## config.mk

```make
export PLATFORM = sky130hd
export DESIGN_NAME = lis_ctrl
export DESIGN_NICKNAME = d
export VERILOG_FILES = /design/src/hdl/lis_pkg.sv /design/src/hdl/lis_ctrl.sv
export SDC_FILE = /design/constraint.sdc
export NUM_CORES = 1
export LEC_CHECK = 0
export BUFFER_PORTS_ARGS = -buffer_cell sky130_fd_sc_hd__buf_2
export CAP_MARGIN = 5
export CORE_AREA = 5 5 42 44
export DETAILED_ROUTE_END_ITERATION = 8
export DIE_AREA = 0 0 47 49
export SYNTH_ARGS = -nofsm -noshare
export SYNTH_HDL_FRONTEND = slang
export SYNTH_SLANG_ARGS = --single-unit
```

## constraint.sdc

```tcl
create_clock -name clk_i -period 3.45 [get_ports clk_i]
set_clock_uncertainty 0.05 [all_clocks]
set_input_delay 0.5175 -clock clk_i [delete_from_list [all_inputs] [get_ports clk_i]]
set_output_delay 0.5175 -clock clk_i [all_outputs]
set_load 0.01 [all_outputs]
```

## src/hdl/lis_pkg.sv

```systemverilog
`default_nettype none

package lis_pkg;

  localparam int unsigned VALUE_W = 32;
  localparam int unsigned LEN_W   = 7;

  typedef enum logic [3:0] {
    ST_IDLE,
    ST_SCAN,
    ST_UPDATE,
    ST_BT_START,
    ST_BT_IDX,
    ST_BT_RD,
    ST_BT_WR,
    ST_EMIT_RD,
    ST_EMIT_LD
  } lis_state_e;

  // controller to datapath
  typedef struct packed {
    logic take;
    logic drop;
    logic scan;
    logic update;
    logic bt_start;
    logic bt_idx;
    logic bt_rd;
    logic bt_wr;
    logic emit_rd;
    logic emit_ld;
  } lis_cmd_t;

  // datapath to controller
  typedef struct packed {
    logic can_take;
    logic scan_done;
    logic bt_last;
    logic emit_last;
    logic out_free;
  } lis_sts_t;

endpackage

`default_nettype wire

```

## src/hdl/lis_ctrl.sv

```systemverilog
`default_nettype none

module lis_ctrl (
  input  wire logic              clk_i,
  input  wire logic              rst_ni,
  input  wire logic              in_valid_i,
  input  wire logic              is_final_i,
  output logic                   in_stall_o,
  input  wire lis_pkg::lis_sts_t sts_i,
  output lis_pkg::lis_cmd_t      cmd_o
);
  import lis_pkg::*;

  lis_state_e state_q, state_d;
  logic       fin_q, fin_d;

  always_ff @(posedge clk_i or negedge rst_ni) begin
    if (!rst_ni) begin
      state_q <= ST_IDLE;
      fin_q   <= 1'b0;
    end else begin
      state_q <= state_d;
      fin_q   <= fin_d;
    end
  end

  // next state
  always_comb begin
    state_d = state_q;
    fin_d   = fin_q;
    case (state_q)
      ST_IDLE: begin
        if (in_valid_i) begin
          fin_d = is_final_i;
          if (sts_i.can_take) begin
            state_d = ST_SCAN;
          end else if (is_final_i) begin
            state_d = ST_BT_START;
          end
        end
      end
      ST_SCAN: begin
        if (sts_i.scan_done) begin
          state_d = ST_UPDATE;
        end
      end
      ST_UPDATE: begin
        state_d = fin_q ? ST_BT_START : ST_IDLE;
      end
      ST_BT_START: state_d = ST_BT_IDX;
      ST_BT_IDX:   state_d = ST_BT_RD;
      ST_BT_RD:    state_d = ST_BT_WR;
      ST_BT_WR: begin
        state_d = sts_i.bt_last ? ST_EMIT_RD : ST_BT_RD;
      end
      ST_EMIT_RD:  state_d = ST_EMIT_LD;
      ST_EMIT_LD: begin
        if (sts_i.out_free) begin
          state_d = sts_i.emit_last ? ST_IDLE : ST_EMIT_RD;
        end
      end
      default:     state_d = ST_IDLE;
    endcase
  end

  // outputs
  always_comb begin
    cmd_o      = '0;
    in_stall_o = 1'b1;
    case (state_q)
      ST_IDLE: begin
        in_stall_o   = 1'b0;
        cmd_o.take   = in_valid_i & sts_i.can_take;
        cmd_o.drop   = in_valid_i & ~sts_i.can_take;
      end
      ST_SCAN:     cmd_o.scan     = 1'b1;
      ST_UPDATE:   cmd_o.update   = 1'b1;
      ST_BT_START: cmd_o.bt_start = 1'b1;
      ST_BT_IDX:   cmd_o.bt_idx   = 1'b1;
      ST_BT_RD:    cmd_o.bt_rd    = 1'b1;
      ST_BT_WR:    cmd_o.bt_wr    = 1'b1;
      ST_EMIT_RD:  cmd_o.emit_rd  = 1'b1;
      ST_EMIT_LD:  cmd_o.emit_ld  = sts_i.out_free;
      default:     cmd_o          = '0;
    endcase
  end

endmodule

`default_nettype wire

```

# == After elaboration in Yosys (flattened, before gate mapping) ==
# Index checks and enable logic that the tools add are counted.
# Widths: inputs -> output; s select.
# classes
n_bitwise,3
eq_ne,12
muxes,19
n_reduce_logical,3
# ops
operator,n
$pmux 4 s9,1
$mux 4,5
$eq 4x3->1 const B,4
$mux 1,9
$eq 4x2->1 const B,2
$mux 2,3
$ne 2x2->1 const B,3
$eq 4x1->1 const B,1
$eq 4x4->1 const B,1
$logic_not 4->1,1
$reduce_and 4->1,1
$mux 3,1
$ne 3x3->1 const B,1
$and 1x1->1,2
$reduce_and 2->1,1
$not 1->1,1
# totals
output_inout_bits,11
register_bits,5

# == Longest topological paths before layout ==
# depth
ltp_word,4
depth_mapped,5

# == Least setup slack after synthesis ==
# Ideal clock, no wire load.
# synth_timing
path_type,reg2out
from,register state_q[3]
to,output cmd_o[8] (netlist bit)
n_path_buf,1
stages_incl_launch_ff,5
t_arrival_ns,1.091
setup_slack_ns,1.791
required_time_ns,2.882
cell_sequence,dfrtp_1 buf_6 nor4_2 nand2_1 nor2_1
# synth_lines
item,line_no,source
start: declaration,lis_ctrl.sv:14,"lis_state_e state_q, state_d;"
start signal: assignment,lis_ctrl.sv:22,state_q <= state_d;
end: declaration,lis_ctrl.sv:10,output lis_pkg::lis_cmd_t cmd_o

==> results.json <==
{
  "status": "completed",
  "numCtsBuffers": 3,
  "gp_congestion": 0.748,
  "cp_max_fo": 16,
  "insertion_delay_ns": 0.25,
  "drive_gt1_frac": 0.397,
  "grt_pass1_vias": 438,
  "n_antenna_cell": 0,
  "cts_resized": 0,
  "cts_hold_buf": 0,
  "rr_worst_depth": 4,
  "synth_most_common_cell": "nor2_1",
  "p_int_uw": 265,
  "drv_cap": 0,
  "nNetsFinal": 88,
  "grt_antenna_before_repair": 0,
  "slew_headroom": 0.655,
  "core_area_mm2": 0.00140,
  "yosys_most_used_dff": "dfrtp_1",
  "grt_max_degree": 17,
  "p_leak_uw": 0.000279,
  "crit_slowest_cell": "dfrtp_1",
  "dieHeight_um": 49,
  "hold_viol": 0,
  "synth_top_area_frac": 0.255,
  "synth_cells": 59,
  "postCtsSetupBuffers": 0,
  "finalCritPeriodShare": 0.616,
  "overflow": 0,
  "irDropWorstVdd_v": 0.000359,
  "ys_async_sr_fraction": 1.00,
  "timing.fmax_ghz": 0.470,
  "grtUsageTotal": 0.126,
  "hp-class": "input port to asynchronous set/reset pin",
  "p_seq_frac": 0.328,
  "synth-seq-cells": 5,
  "critical_path.top_delay_family": "simple AND/OR/NAND/NOR gates",
  "area_delta_synth_final_pct": 21.7,
  "power_uw": 506,
  "start_kind": "flip-flop",
  "critPathKind": "flip-flop to output port",
  "p_per_area_mw_per_mm2": 847,
  "cts.path.max_buffers": 2,
  "via_per_inst": 5.22,
  "rrSetupSlack_ns": 1.78,
  "ys_seq_area_frac": 0.255,
  "netlist_area_um2": 490,
  "tightest_slew_ns": 0.518,
  "rows": 14,
  "clk_pin_slew_worst_paths_ns": 0.05,
  "avgSynthCellArea_um2": 8.31,
  "synth-edff-count": 0,
  "wl_per_cell_um": 12.6,
  "finalWorstSetupSlack_ns": 1.32,
  "cts-root-buf": "clkbuf_4",
  "grt_setup_unrepaired": "false",
  "portBuffers": 19,
  "synth_warnings": 0,
  "critical-path-max-stage-delay_ns": 0.54,
  "tns_ns": 0,
  "pwr-share-comb": 0.534,
  "first_pass_iters": 4,
  "initial_core_util": 0.350,
  "synth_nets": 68,
  "worst-path-buf-inv": 1,
  "r2r-start": "state_q[1]$_DFFE_PN0P_",
  "r2r_end": "state_q[0]$_DFFE_PN0P_",
  "dp_slack_ns": 1.60,
  "routed_wl_um": 1180,
  "hpwlAfterDp_um": 882,
  "p_switching_uw": 241,
  "fin_crit_ns": 2.13,
  "die-area_mm2": 0.00230,
  "synthDistinctLibCells": 29,
  "cts_tree": "done",
  "die_x_um": 47,
  "clkSinkCount": 5,
  "synth_area_leaders": "dfrtp_1, nor2_1, nor3_1",
  "pwr-share-clk": 0.139,
  "drt-initial-drc-count": 10,
  "ys_top_cells_by_count": "nor2_1, nor3_1, dfrtp_1, nand2b_1",
  "fin_util": 0.426,
  "vias": 491,
  "drc": 0,
  "p_sw_frac": 0.476,
  "antenna_left": 0,
  "cp.required_ns": 2.88,
  "cp_cell_sequence": "nor3_1, and3_2, buf_2",
  "pin_count": 20,
  "cts.htree.levels": 1,
  "final_max_slew_viol_count": 0,
  "grt_pass1_wl_um": 2080,
  "setup_viol": 0,
  "endpoint_kind": "output port",
  "critical_path_arrival_ns": 1.56,
  "yosysTopAreaCell": "dfrtp_1"
}
==> worst reg2reg max path, delay by kind of cell (launching register included) <==
kind	cells	cell delay (ns)
compound gates	2	0.37
flops	1	0.54
simple gates	1	0.42
xor+xnor	1	0.19
==> per-layer routing <==
| layer | global-route usage | part of all wire | wire length, µm | vias up |
|---|---|---|---|---|
| met4 | 0.0415 | 0.0068 | 8 | 0 |
| met1 | 0.170 | 0.45 | 531 | 217 |
| li1 | - | - | - | 257 |
| met2 | 0.167 | 0.46 | 543 | 15 |
| met5 | 0 | 0 | 0 | - |
| met3 | 0.0701 | 0.084 | 99 | 2 |
==> worst max path at each step <==
stage	from	endpoint	slack, ns	depth (start not counted)
floorplan	state_q[3]$_DFFE_PN0P_	cmd_o[8]	1.79	4
global placement	state_q[0]$_DFFE_PN0P_	cmd_o[8]	1.60	4
finish	state_q[1]$_DFFE_PN0P_	cmd_o[0]	1.32	3
CTS	state_q[1]$_DFFE_PN0P_	cmd_o[0]	1.32	3
global route	state_q[1]$_DFFE_PN0P_	cmd_o[0]	1.15	3
detailed placement	state_q[1]$_DFFE_PN0P_	cmd_o[0]	1.60	3
==> placed cells by master (no fill, tap or decap) <==
master	synthesis	final
o22ai_1	1	1
nor2_2	1	1
inv_1	2	2
buf_2	1	19
dfrtp_1	5	5
o22a_2	1	1
mux2_4	1	1
nor3b_1	2	2
nor4_2	1	1
o31ai_1	1	1
mux2i_1	1	1
and3_2	2	2
nor2_1	11	11
o32ai_2	1	1
o311a_1	1	1
nor3_2	1	1
a21oi_1	2	2
clkbuf_1	0	1
a31oi_1	1	1
nand2b_1	4	4
o21bai_1	1	1
or4b_1	2	2
o211a_1	1	1
nand2_1	2	2
a21oi_2	1	1
xnor2_1	1	1
nor3_1	7	7
clkbuf_4	0	3
nand4b_1	1	1
==> area by class of cell <==
cell class	instances	area (µm²)
inverter	2	7.51
fill	145	805
tap	16	20.0
timing repair buffer	19	95.1
clock buffer	4	26.3
sequential	5	125
multi-input combinational	48	323
==> power groups by stage <==
stage          Sequential [µW]  Combinational [µW]  Clock (µW)
2_1_floorplan              113                 270           0
3_3_place_gp               166                 272           0
3_5_place_dp               168                 272           0
4_1_cts                    167                 275        73.6
5_1_grt                    182                 302        81.4
6_report                   166                 270        70.2
==> logic make-up after synthesis <==
| group | synth area share |
|---|---|
| xor gates and xnor gates | 0.0179 |
| DFF | 0.255 |
| AOI/OAI and AO/OA | 0.189 |
| buffers and inverters | 0.0867 |
| muxes | 0.0510 |
| and+or+nand+nor | 0.400 |
==> stage by stage <==
stage / hold WS (ns) / std cells / instance area, µm²
3_3_place_gp: 0.288 / 90 / 571
2_1_floorplan: 0.172 / 59 / 490
5_1_grt: 0.00617 / 94 / 597
4_1_cts: 0.0150 / 94 / 597
3_5_place_dp: 0.286 / 90 / 571
6_report: 0.0220 / 94 / 597
==> registers in the layout, summed over array words and instances, names as in the netlist <==
name	cells
fin_q	1
state_q	4
(Power assumes the default switching activity.)
